**src/tcps_pkg.sv**
```systemverilog
// tcps_pkg: shared widths, register indexes, reset values and result codes
// for the touch calibration and pen state block
// no dependencies
`timescale 1ns / 1ps
`default_nettype none

package tcps_pkg;

    // field and register widths
    localparam int RAW_W   = 15;
    localparam int COEF_W  = 32;
    localparam int TICK_W  = 16;
    localparam int POS_W   = 8;
    localparam int KIND_W  = 2;
    localparam int CIDX_W  = 4;
    localparam int OPND_W  = RAW_W + 1;

    // numerator width: offset plus two 32 x 15 products fits 48 bits signed
    localparam int NUM_W   = 48;
    // magnitude of any numerator stays below 2^47
    localparam int MAG_W   = 47;

    // result codes
    typedef enum logic [KIND_W-1:0] {
        KIND_PRESS    = 2'd0,
        KIND_POSITION = 2'd1,
        KIND_RELEASE  = 2'd2
    } kind_t;

    // input opcodes
    localparam logic OP_SAMPLE = 1'b0;
    localparam logic OP_TICK   = 1'b1;

    // configuration register indexes
    localparam logic [CIDX_W-1:0] CFG_COEF_X_FROM_X = 4'd0;
    localparam logic [CIDX_W-1:0] CFG_COEF_X_FROM_Y = 4'd1;
    localparam logic [CIDX_W-1:0] CFG_OFFSET_X      = 4'd2;
    localparam logic [CIDX_W-1:0] CFG_COEF_Y_FROM_X = 4'd3;
    localparam logic [CIDX_W-1:0] CFG_COEF_Y_FROM_Y = 4'd4;
    localparam logic [CIDX_W-1:0] CFG_OFFSET_Y      = 4'd5;
    localparam logic [CIDX_W-1:0] CFG_SCALE_DIVISOR = 4'd6;
    localparam logic [CIDX_W-1:0] CFG_RELEASE_TICKS = 4'd7;

    // register reset values
    localparam logic signed [COEF_W-1:0] COEF_ONE     = 32'sd1;
    localparam logic signed [COEF_W-1:0] COEF_ZERO    = 32'sd0;
    localparam logic [TICK_W-1:0]        RELEASE_INIT = 16'd15;

    // idle tick counter saturates here
    localparam logic [TICK_W-1:0] TICK_MAX = 16'hFFFF;

endpackage : tcps_pkg

`default_nettype wire

```
**src/touch_calibrate_and_pen_state.sv**
```systemverilog
// touch_calibrate_and_pen_state: pen state tracking and affine calibration
// of touch samples; multiply-accumulate sequencer around a shared divider
// depends on tcps_pkg and tcps_div
//
// Usage: the input channel carries touch samples (opcode 0 with raw x, y,
// z1) and 10 ms ticks (opcode 1). A transfer happens on a rising edge with
// valid high and stall low, on both channels. At most one result leaves per
// input item: pen press, position report or pen release.
// Ticks, press samples and samples that give no result are answered, when
// they give a result, in the cycle after the transfer.
// A position report is built by one 32 x 16 multiplier, used twice per axis,
// and one 47-step restoring divider, used once per axis; the x pass and then
// the y pass run through them, and the output register is loaded after the
// y pass. The input stalls while that runs. A zero divisor skips the
// arithmetic and reports at once with divide_error set. Configuration is
// written through cfg_we, cfg_index, cfg_data while idle, a rule for the
// user that the block does not check; indexes above 7 are ignored.
// Reset loads the register defaults (identity map, release after 15 ticks),
// pen up, no result pending. While the receiver stalls, the result is held
// in the output register and no input that could give a result is taken.
`timescale 1ns / 1ps
`default_nettype none

module touch_calibrate_and_pen_state (
    input  logic                                clk,
    input  logic                                rst_n,
    // configuration write port
    input  logic                                cfg_we,
    input  logic [tcps_pkg::CIDX_W-1:0]         cfg_index,
    input  logic [tcps_pkg::COEF_W-1:0]         cfg_data,
    // input channel
    input  logic                                in_valid,
    output logic                                in_stall,
    input  logic                                opcode,
    input  logic [tcps_pkg::RAW_W-1:0]          raw_x,
    input  logic [tcps_pkg::RAW_W-1:0]          raw_y,
    input  logic [tcps_pkg::RAW_W-1:0]          raw_z1,
    // result channel
    output logic                                out_valid,
    input  logic                                out_stall,
    output logic [tcps_pkg::KIND_W-1:0]         event_kind,
    output logic [tcps_pkg::POS_W-1:0]          pos_x,
    output logic [tcps_pkg::POS_W-1:0]          pos_y,
    output logic                                divide_error
);
    import tcps_pkg::*;

    typedef enum logic [2:0] {
        S_IDLE,
        S_MUL_A,
        S_MUL_B,
        S_ADD,
        S_START,
        S_WAIT,
        S_OUT
    } state_t;

    // configuration registers
    logic signed [COEF_W-1:0] cxx_reg;
    logic signed [COEF_W-1:0] cxy_reg;
    logic signed [COEF_W-1:0] ox_reg;
    logic signed [COEF_W-1:0] cyx_reg;
    logic signed [COEF_W-1:0] cyy_reg;
    logic signed [COEF_W-1:0] oy_reg;
    logic signed [COEF_W-1:0] div_reg;
    logic        [TICK_W-1:0] rel_reg;

    // pen state
    state_t                   state_reg;
    logic                     pen_reg;
    logic                     first_reg;
    logic        [TICK_W-1:0] cnt_reg;

    // datapath
    logic                     pass_reg;
    logic        [RAW_W-1:0]  x_reg;
    logic        [RAW_W-1:0]  y_reg;
    logic signed [NUM_W-1:0]  prod_reg;
    logic signed [NUM_W-1:0]  acc_reg;
    logic        [POS_W-1:0]  qx_reg;

    // result register
    logic                     ovalid_reg;
    kind_t                    kind_reg;
    logic        [POS_W-1:0]  px_reg;
    logic        [POS_W-1:0]  py_reg;
    logic                     err_reg;

    logic                     in_xfer;
    logic                     out_free;
    logic        [TICK_W-1:0] cnt_inc;
    logic signed [COEF_W-1:0] coef_a;
    logic signed [COEF_W-1:0] coef_b;
    logic signed [COEF_W-1:0] offset;
    logic signed [COEF_W-1:0] mul_c;
    logic signed [OPND_W-1:0] mul_r;
    logic signed [NUM_W-1:0]  mul_p;
    logic                     div_start;
    logic                     div_done;
    logic        [POS_W-1:0]  div_quot;

    // handshake
    assign out_free = !ovalid_reg || !out_stall;
    assign in_stall = (state_reg != S_IDLE) || !out_free;
    assign in_xfer  = in_valid && !in_stall;

    // configuration writes
    always_ff @(posedge clk or negedge rst_n)
    begin
        if (!rst_n)
        begin
            cxx_reg <= COEF_ONE;
            cxy_reg <= COEF_ZERO;
            ox_reg  <= COEF_ZERO;
            cyx_reg <= COEF_ZERO;
            cyy_reg <= COEF_ONE;
            oy_reg  <= COEF_ZERO;
            div_reg <= COEF_ONE;
            rel_reg <= RELEASE_INIT;
        end
        else if (cfg_we)
        begin
            unique case (cfg_index)
                CFG_COEF_X_FROM_X: cxx_reg <= cfg_data;
                CFG_COEF_X_FROM_Y: cxy_reg <= cfg_data;
                CFG_OFFSET_X:      ox_reg  <= cfg_data;
                CFG_COEF_Y_FROM_X: cyx_reg <= cfg_data;
                CFG_COEF_Y_FROM_Y: cyy_reg <= cfg_data;
                CFG_OFFSET_Y:      oy_reg  <= cfg_data;
                CFG_SCALE_DIVISOR: div_reg <= cfg_data;
                CFG_RELEASE_TICKS: rel_reg <= cfg_data[TICK_W-1:0];
                default:           ;
            endcase
        end
    end

    // saturating idle tick count
    assign cnt_inc = (cnt_reg == TICK_MAX) ? cnt_reg : cnt_reg + 1'b1;

    // coefficient select for the current axis
    assign coef_a = pass_reg ? cyx_reg : cxx_reg;
    assign coef_b = pass_reg ? cyy_reg : cxy_reg;
    assign offset = pass_reg ? oy_reg  : ox_reg;

    // shared multiplier
    assign mul_c = (state_reg == S_MUL_A) ? coef_a : coef_b;
    assign mul_r = (state_reg == S_MUL_A) ? OPND_W'({1'b0, x_reg})
                                          : OPND_W'({1'b0, y_reg});
    assign mul_p = mul_c * mul_r;

    assign div_start = (state_reg == S_START);

    tcps_div u_div (
        .clk   (clk),
        .rst_n (rst_n),
        .start (div_start),
        .num   (acc_reg),
        .den   (div_reg),
        .done  (div_done),
        .quot  (div_quot)
    );

    // multiply-accumulate datapath
    always_ff @(posedge clk)
    begin
        if (in_xfer)
        begin
            x_reg <= raw_x;
            y_reg <= raw_y;
        end
        unique case (state_reg)
            S_MUL_A:
            begin
                prod_reg <= mul_p;
                acc_reg  <= NUM_W'(offset);
            end
            S_MUL_B:
            begin
                prod_reg <= mul_p;
                acc_reg  <= acc_reg + prod_reg;
            end
            S_ADD:
            begin
                acc_reg <= acc_reg + prod_reg;
            end
            default: ;
        endcase
    end

    // sequencer, pen state and result register
    always_ff @(posedge clk or negedge rst_n)
    begin
        if (!rst_n)
        begin
            state_reg  <= S_IDLE;
            pen_reg    <= 1'b0;
            first_reg  <= 1'b1;
            cnt_reg    <= '0;
            pass_reg   <= 1'b0;
            qx_reg     <= '0;
            ovalid_reg <= 1'b0;
            kind_reg   <= KIND_PRESS;
            px_reg     <= '0;
            py_reg     <= '0;
            err_reg    <= 1'b0;
        end
        else
        begin
            // result leaves on transfer
            if (ovalid_reg && !out_stall)
            begin
                ovalid_reg <= 1'b0;
            end

            unique case (state_reg)
                S_IDLE:
                begin
                    if (in_xfer)
                    begin
                        if (opcode == OP_TICK)
                        begin
                            // ticks only count with the pen down
                            if (pen_reg)
                            begin
                                if (cnt_inc >= rel_reg)
                                begin
                                    pen_reg    <= 1'b0;
                                    first_reg  <= 1'b1;
                                    cnt_reg    <= '0;
                                    ovalid_reg <= 1'b1;
                                    kind_reg   <= KIND_RELEASE;
                                    px_reg     <= '0;
                                    py_reg     <= '0;
                                    err_reg    <= 1'b0;
                                end
                                else
                                begin
                                    cnt_reg <= cnt_inc;
                                end
                            end
                        end
                        else
                        begin
                            cnt_reg <= '0;
                            if (!pen_reg)
                            begin
                                // press: coordinates dropped
                                pen_reg    <= 1'b1;
                                ovalid_reg <= 1'b1;
                                kind_reg   <= KIND_PRESS;
                                px_reg     <= '0;
                                py_reg     <= '0;
                                err_reg    <= 1'b0;
                            end
                            else
                            begin
                                first_reg <= 1'b0;
                                if ((raw_z1 != '0) || first_reg)
                                begin
                                    if (div_reg == '0)
                                    begin
                                        // zero divisor reports at once
                                        ovalid_reg <= 1'b1;
                                        kind_reg   <= KIND_POSITION;
                                        px_reg     <= '0;
                                        py_reg     <= '0;
                                        err_reg    <= 1'b1;
                                    end
                                    else
                                    begin
                                        pass_reg  <= 1'b0;
                                        state_reg <= S_MUL_A;
                                    end
                                end
                            end
                        end
                    end
                end
                S_MUL_A:
                begin
                    state_reg <= S_MUL_B;
                end
                S_MUL_B:
                begin
                    state_reg <= S_ADD;
                end
                S_ADD:
                begin
                    state_reg <= S_START;
                end
                S_START:
                begin
                    state_reg <= S_WAIT;
                end
                S_WAIT:
                begin
                    // x pass then y pass through the shared divider
                    if (div_done)
                    begin
                        if (!pass_reg)
                        begin
                            qx_reg    <= div_quot;
                            pass_reg  <= 1'b1;
                            state_reg <= S_MUL_A;
                        end
                        else
                        begin
                            py_reg    <= div_quot;
                            state_reg <= S_OUT;
                        end
                    end
                end
                S_OUT:
                begin
                    if (out_free)
                    begin
                        ovalid_reg <= 1'b1;
                        kind_reg   <= KIND_POSITION;
                        px_reg     <= qx_reg;
                        err_reg    <= 1'b0;
                        state_reg  <= S_IDLE;
                    end
                end
                default:
                begin
                    state_reg <= S_IDLE;
                end
            endcase
        end
    end

    // outputs
    assign out_valid    = ovalid_reg;
    assign event_kind   = kind_reg;
    assign pos_x        = (ovalid_reg && kind_reg == KIND_POSITION) ? px_reg : '0;
    assign pos_y        = (ovalid_reg && kind_reg == KIND_POSITION) ? py_reg : '0;
    assign divide_error = err_reg;

endmodule : touch_calibrate_and_pen_state

`default_nettype wire

```
**src/tcps_div.sv**
```systemverilog
// tcps_div: iterative signed divider, one quotient bit per cycle
// returns the low bits of the quotient truncated toward zero
// depends on tcps_pkg
`timescale 1ns / 1ps
`default_nettype none

module tcps_div (
    input  logic                                clk,
    input  logic                                rst_n,
    input  logic                                start,
    input  logic signed [tcps_pkg::NUM_W-1:0]   num,
    input  logic signed [tcps_pkg::COEF_W-1:0]  den,
    output logic                                done,
    output logic        [tcps_pkg::POS_W-1:0]   quot
);
    import tcps_pkg::*;

    localparam int CNT_W = $clog2(MAG_W + 1);

    logic                 busy_reg;
    logic                 done_reg;
    logic [CNT_W-1:0]     cnt_reg;
    logic                 neg_reg;
    logic [MAG_W-1:0]     dvd_reg;
    logic [COEF_W-1:0]    dmag_reg;
    logic [COEF_W-1:0]    rem_reg;
    logic [POS_W-1:0]     q_reg;

    logic [NUM_W-1:0]     num_abs;
    logic [COEF_W-1:0]    den_abs;
    logic [COEF_W:0]      shifted;
    logic [COEF_W+1:0]    diff;
    logic                 qbit;
    logic [COEF_W-1:0]    rem_next;

    // operand magnitudes
    assign num_abs = num[NUM_W-1] ? NUM_W'(-num) : NUM_W'(num);
    assign den_abs = den[COEF_W-1] ? COEF_W'(-den) : COEF_W'(den);

    // restoring step: shift in the next dividend bit and try a subtract
    assign shifted  = {rem_reg, dvd_reg[MAG_W-1]};
    assign diff     = {1'b0, shifted} - {2'b00, dmag_reg};
    assign qbit     = ~diff[COEF_W+1];
    assign rem_next = qbit ? diff[COEF_W-1:0] : shifted[COEF_W-1:0];

    // sequencing
    always_ff @(posedge clk or negedge rst_n)
    begin
        if (!rst_n)
        begin
            busy_reg <= 1'b0;
            done_reg <= 1'b0;
            cnt_reg  <= '0;
        end
        else
        begin
            done_reg <= 1'b0;
            if (start)
            begin
                busy_reg <= 1'b1;
                cnt_reg  <= CNT_W'(MAG_W);
            end
            else if (busy_reg)
            begin
                cnt_reg <= cnt_reg - 1'b1;
                if (cnt_reg == CNT_W'(1))
                begin
                    busy_reg <= 1'b0;
                    done_reg <= 1'b1;
                end
            end
        end
    end

    // datapath
    always_ff @(posedge clk)
    begin
        if (start)
        begin
            neg_reg  <= num[NUM_W-1] ^ den[COEF_W-1];
            dvd_reg  <= num_abs[MAG_W-1:0];
            dmag_reg <= den_abs;
            rem_reg  <= '0;
            q_reg    <= '0;
        end
        else if (busy_reg)
        begin
            dvd_reg <= {dvd_reg[MAG_W-2:0], 1'b0};
            rem_reg <= rem_next;
            q_reg   <= {q_reg[POS_W-2:0], qbit};
        end
    end

    // sign fix on the low quotient bits
    assign done = done_reg;
    assign quot = neg_reg ? POS_W'(-q_reg) : q_reg;

endmodule : tcps_div

`default_nettype wire
```
**config.mk**
```make
export PLATFORM = sky130hd
export DESIGN_NAME = touch_calibrate_and_pen_state
export DESIGN_NICKNAME = d
export VERILOG_FILES = /design/src/tcps_pkg.sv /design/src/touch_calibrate_and_pen_state.sv /design/src/tcps_div.sv
export SDC_FILE = /design/constraint.sdc
export NUM_CORES = 2
export LEC_CHECK = 0
export BUFFER_PORTS_ARGS = -buffer_cell sky130_fd_sc_hd__buf_2
export CAP_MARGIN = 25
export CORE_ASPECT_RATIO = 1.5
export CORE_MARGIN = 5
export CORE_UTILIZATION = 35
export DETAILED_ROUTE_END_ITERATION = 10
export MAX_ROUTING_LAYER = met4
export PLACE_DENSITY_LB_ADDON = 0.3
export SYNTH_ARGS = -nofsm -noshare
export SYNTH_HDL_FRONTEND = slang
export SYNTH_SLANG_ARGS = --single-unit
```
**constraint.sdc**
```tcl
create_clock -name clk -period 10.5 [get_ports clk]
set_input_delay 2.1 -clock clk [delete_from_list [all_inputs] [get_ports clk]]
set_output_delay 2.1 -clock clk [all_outputs]
set_load 0.1 [all_outputs]
```
# Word level (Yosys, flattened, before mapping)
# Cells that the tools add are included.
# W data, S select, Z words.
# word_totals
reg_bits	544
output_inout_bits	21
in_bits	87
word_cells	200
# classes
n_mul	1
mux	89
n_lt_le_gt_ge	1
eq_ne	30
n_bitwise	3
n_reduce_logical	37
add_sub_neg	7
# op_table
operator	count
$mux W32	5
$mux W47	3
$mux W8	13
$pmux W48 S2	1
$mux W16	4
$add A48 B48 Y48	1
$mul A32 B16 Y48	1
$neg A47 Y47	1
$mux W1	36
$sub A33 B32 Y34	1
$logic_not A32 Y1	1
$neg A32 Y32	1
$pmux W8 S2	2
$mux W31	1
$mux W3	8
$pmux W3 S7	1
$reduce_and A7 Y1	3
$reduce_and A2 Y1	9
$add A16 B1 Y16 const B	1
$eq A16 B16 Y1 const B	1
$eq A4 B3 Y1 const B	4
$ge A16 B16 Y1	1
$mux W2	8
$mux W15	1
other kinds (30)	60

# Longest topological paths before layout
# depth
word_depth	9
ltp_mapped	33
mapped_depth_nobuf	30

# Hierarchy
# Synthesis repeated with hierarchy kept, for this count alone.
# unflattened
hier_cells	4576
hier_area_um2	45172.1
# modules_own_cells
mod	cells_per_inst	seq_area_each_um2	n_inst	area_each_um2
touch_calibrate_and_pen_state	3628	11050.6	1	36762.8
tcps_div	948	3403.3	1	8409.3

# Worst setup path after synthesis
# Ideal clock, no wire load.
# synth_path
kind	reg2reg
startpoint	register state_reg[1]
endpoint	register prod_reg[46], data pin
setup_ps	259
period_less_slack_ps	8051
required_ps	10241
stages_incl_launch_ff	30
t_arrival_ps	7792
path_buffers	3
path_slack_ps	2449
path_cell_list	dfrtp_1 -> nand2b_1 -> nor2_1 -> buf_1 -> clkbuf_1 -> nand2_1 -> nand3_1 -> o21a_1 -> clkbuf_1 -> nand2_1 -> fa_1 -> fa_1 -> fa_1 -> inv_1 -> fa_1 -> fa_1 -> inv_1 -> fa_1 -> inv_1 -> ha_1 -> a2111oi_0 -> o21ai_0 -> o21a_1 -> a21oi_1 -> nor2_1 -> o311a_1 -> o41ai_1 -> o211ai_1 -> a41oi_1 -> xnor2_1
# synth_between
elab_chain_cells	3
elab_cells_between_ends	4
classes_between	1 x mul; 1 x eq/ne; 2 x mux
# synth_rtl
item	line_no	source
start, declared	touch_calibrate_and_pen_state.sv:69	state_t state_reg;
start signal, assigned	touch_calibrate_and_pen_state.sv:195	state_reg <= S_IDLE;
start signal, assigned	touch_calibrate_and_pen_state.sv:272	state_reg <= S_MUL_A;
start signal, assigned	touch_calibrate_and_pen_state.sv:281	state_reg <= S_MUL_B;
$eq A3 B1 Y1 (*)	touch_calibrate_and_pen_state.sv:146, touch_calibrate_and_pen_state.sv:147	
$mux W32 / $mux W15 (equally long branches)	touch_calibrate_and_pen_state.sv:146, touch_calibrate_and_pen_state.sv:147	
$mul A32 B16 Y48 (*)	touch_calibrate_and_pen_state.sv:149	assign mul_p = mul_c * mul_r;
net mul_p[46]	touch_calibrate_and_pen_state.sv:97	logic signed [NUM_W-1:0] mul_p;
end signal, assigned	touch_calibrate_and_pen_state.sv:174	prod_reg <= mul_p;
end signal, assigned	touch_calibrate_and_pen_state.sv:179	prod_reg <= mul_p;
end, declared	touch_calibrate_and_pen_state.sv:78	logic signed [NUM_W-1:0] prod_reg;
# Mark *: on every way through the listed nets, which the timed path passes. The rest lies on a longest branch.
# A chain may end at the register's enable or synchronous reset.

# Final worst setup path
# Same ends and word-level chain as after synthesis.

==> flow_metrics.tcl <==
set metrics [dict create \
    outcome "finished, final reports clean" \
    grt_use_total 0.192 \
    tns_ns 0 \
    yosysTopAreaCell "fa_1" \
    ys_types 78 \
    grt_pass1_wl_mm 196 \
    cts_tree "done" \
    grt_max_degree 115 \
    clk_latency_ns 0.66 \
    start_util 0.352 \
    die-area_um2 135000 \
    grt_pass1_vias 34127 \
    synth-edff-count 206 \
    vias 32711 \
    fin_worst_skew_ns 0.0354 \
    slowest_delay_ns 0.69 \
    post_synth.cell_area_avg_um2 9.91 \
    routed_via_density 5.18 \
    maxCapViolCount 0 \
    worstReg2RegEnd "prod_reg[46]" \
    syn_nets 5266 \
    async_flop_share 0.548 \
    drt_wl_total_mm 127 \
    fillers 12732 \
    crit_arrival_ns 9.60 \
    drive_above_1_share 0.117 \
    synth_area_um2 44700 \
    post-cts-setup-buffers 0 \
    yosys_warnings 0 \
    finalSetupViolations 0 \
    post-route-min-period_ns 9.22 \
    synth_cells 4508 \
    worst-r2r-setup-slack_ns 1.28 \
    synth_compound_area_frac 0.101 \
    port_buffers 107 \
    critPathSlowestCell "o21ai_0" \
    synth_fa_ha_area_frac 0.264 \
    synth_xor_area_frac 0.0400 \
    rsz0062_at_grt "false" \
    min_path_cells 1 \
    reg2reg_from "state_reg[1]" \
    avgRoutedWirePerCell_um 20.1 \
    die_x_um 302 \
    cts.sinks 544 \
    synth.area.top_cells "fa_1 (20%), dfrtp_1 (16%), edfxtp_1 (14%), ha_1 (6.0%), mux2_2 (5.8%)" \
    die_h_um 448 \
    cts_made_buffers 56 \
    synthToLayoutAreaGrowth_pct 10.2 \
    hold_start "py_reg[3]" \
    crit_required_ns 10.88 \
    cp-end-kind "flop" \
    synth_mux_area_frac 0.0801 \
    fmax_mhz 108 \
    r2r_cells 29 \
    hold_viol 0 \
    overflow 0 \
    ys.flop_type "dfrtp_1" \
    cts_hold_buffers 0 \
    finalNonFillerCells 6318 \
    whs_endpoint "py_reg[3]" \
    place_ws_ns 1.36 \
    dpl.cell_count 6203 \
    finalCritPeriodShare 0.878 \
    holdWs_ns 0.484 \
    crit_fanout 22 \
    cts.reportedPaths.clkPinSlew_ns 0.06 \
    clockBufferDepth 3 \
    first_pass_iters 5 \
    row_count 160 \
    dp_hpwl_mm 98.0 \
    cts_resized 0 \
    finish.net_count 5321 \
    gp_congestion 0.939 \
    coreArea_um2 127000 \
    ys_seq_area_frac 0.323 \
    ant_nets 0 \
    crit_path_frequent_cell "fa_1" \
    synth_top_area_frac 0.204 \
    hold_path.class "flop to flop" \
    worstMarginPinSlew_ns 1.14 \
    cts_root_buf "clkbuf_16" \
    antenna_found_initial 6 \
    synth_top_family_by_area "adder cells" \
    drt_iter0_drc 1779 \
    slew_headroom 0.232 \
    start_kind "flop" \
    fin_ws_ns 1.28 \
    drc_errors 0 \
    synth_simple_gate_area_frac 0.126 \
    htreeDepth 2 \
    ys_seq_elements 544 \
    io_pins 108 \
    finalMaxSlewViolations 0 \
    critical_path_class "flop to flop" \
]
[synth_stat cells, types with 7 or more instances]
| cell | n |
|---|---|
| or4_1 | 12 |
| and3_1 | 16 |
| nor3_1 | 43 |
| o31a_1 | 7 |
| clkbuf_1 | 140 |
| mux4_2 | 12 |
| nand3_1 | 58 |
| ha_1 | 215 |
| o21bai_1 | 13 |
| o21ai_1 | 17 |
| nand2_1 | 625 |
| mux2i_1 | 72 |
| dfrtp_1 | 290 |
| a21oi_1 | 162 |
| o21ai_0 | 255 |
| or3_1 | 27 |
| xnor2_1 | 113 |
| and2_1 | 38 |
| dfstp_2 | 8 |
| nand2b_1 | 37 |
| a31oi_1 | 18 |
| fa_1 | 456 |
| nor4_1 | 13 |
| o21a_1 | 37 |
| dfxtp_1 | 40 |
| a21o_1 | 62 |
| o22ai_1 | 7 |
| o31ai_1 | 45 |
| xor2_1 | 91 |
| nor3b_1 | 8 |
| nor2b_1 | 75 |
| a211oi_1 | 27 |
| o41ai_1 | 16 |
| buf_1 | 31 |
| mux2_2 | 230 |
| edfxtp_1 | 206 |
| nand4_1 | 17 |
| nor2_1 | 280 |
| inv_1 | 589 |
[layer usage]
metal	global-route usage	vias to the layer above	part of all wire
met5	-	-	0
met4	0.0950	0	0.060
met3	0.0180	300	0.037
met2	0.346	758	0.53
met1	0.211	16616	0.37
li1	-	15037	-
[worst max path at each step]
stage,from,end,slack [ns],depth (start not counted)
3_5_place_dp,state_reg[1],prod_reg[46],1.36,29
4_1_cts,state_reg[1],prod_reg[46],1.28,27
6_report,state_reg[1],prod_reg[46],1.28,29
5_1_grt,state_reg[1],prod_reg[46],0.74,29
3_3_place_gp,state_reg[1],prod_reg[46],1.44,27
2_1_floorplan,state_reg[1],prod_reg[46],2.45,29
[stage by stage]
stage           util  instance area, µm²
3_5_place_dp   0.373               47300
5_1_grt        0.388               49200
2_1_floorplan      -               44700
4_1_cts        0.388               49200
6_report       0.388               49300
3_3_place_gp   0.373               47300
[placed cells by master, fill, tap and decap left out, types with 8 or more instances in the layout]
cell type,count
a31oi_1,18
dfrtp_1,288
buf_4,63
nand3_1,58
xnor2_1,113
a21o_1,62
o21a_1,37
or3_1,27
nand2_1,624
nor2b_1,73
a211oi_1,27
nand4_1,17
fa_1,456
o21ai_1,19
and3_1,16
ha_1,215
o21ai_0,253
edfxtp_1,206
o21bai_1,13
dfxtp_1,40
inv_1,587
and2_1,38
dfstp_2,8
buf_2,107
nor3_1,43
mux2i_1,66
o41ai_1,16
clkbuf_16,56
clkbuf_1,22
xor2_1,91
mux4_2,12
mux2_2,230
o31ai_1,45
nor2_1,277
nor4_1,13
a21oi_1,162
nand2b_1,36
or4_1,12
[kinds of logic (layout without fill, tap and decap cells)]
group / Yosys count / after routing
mux: 314 / 314
compound gates: 735 / 735
other cells: 0 / 6
simple gates: 1273 / 1273
fa+ha+maj: 671 / 671
xor+xnor: 204 / 204
buf+inv: 767 / 870
flops: 544 / 544
[critical path: cells and delay by family, from the launching register on]
kind	cells	cell delay (ns)
AND/OR/NAND/NOR	6	1.23
AO/OA/AOI/OAI	9	2.81
XOR/XNOR	1	0.09
buffers and inverters	6	0.75
adder cells (fa/ha/maj)	7	3.48
flip-flops	1	0.54
[final cells by class]
cell class / instances / area, µm² / area share
Antenna cell: 6 / 15.0 / 0.000305
Timing Repair Buffer: 174 / 1100 / 0.0223
Inverter: 590 / 2210 / 0.0450
Clock buffer: 84 / 1570 / 0.0318
Sequential cell: 544 / 14500 / 0.294
Clock inverter: 22 / 303 / 0.00615
Tap cell: 1701 / 2130 / 0.0432
Multi-Input combinational cell: 3197 / 27500 / 0.558
Power is not shown: default switching activity piles up to over one toggle a cycle in this logic, so the estimate is an artifact.
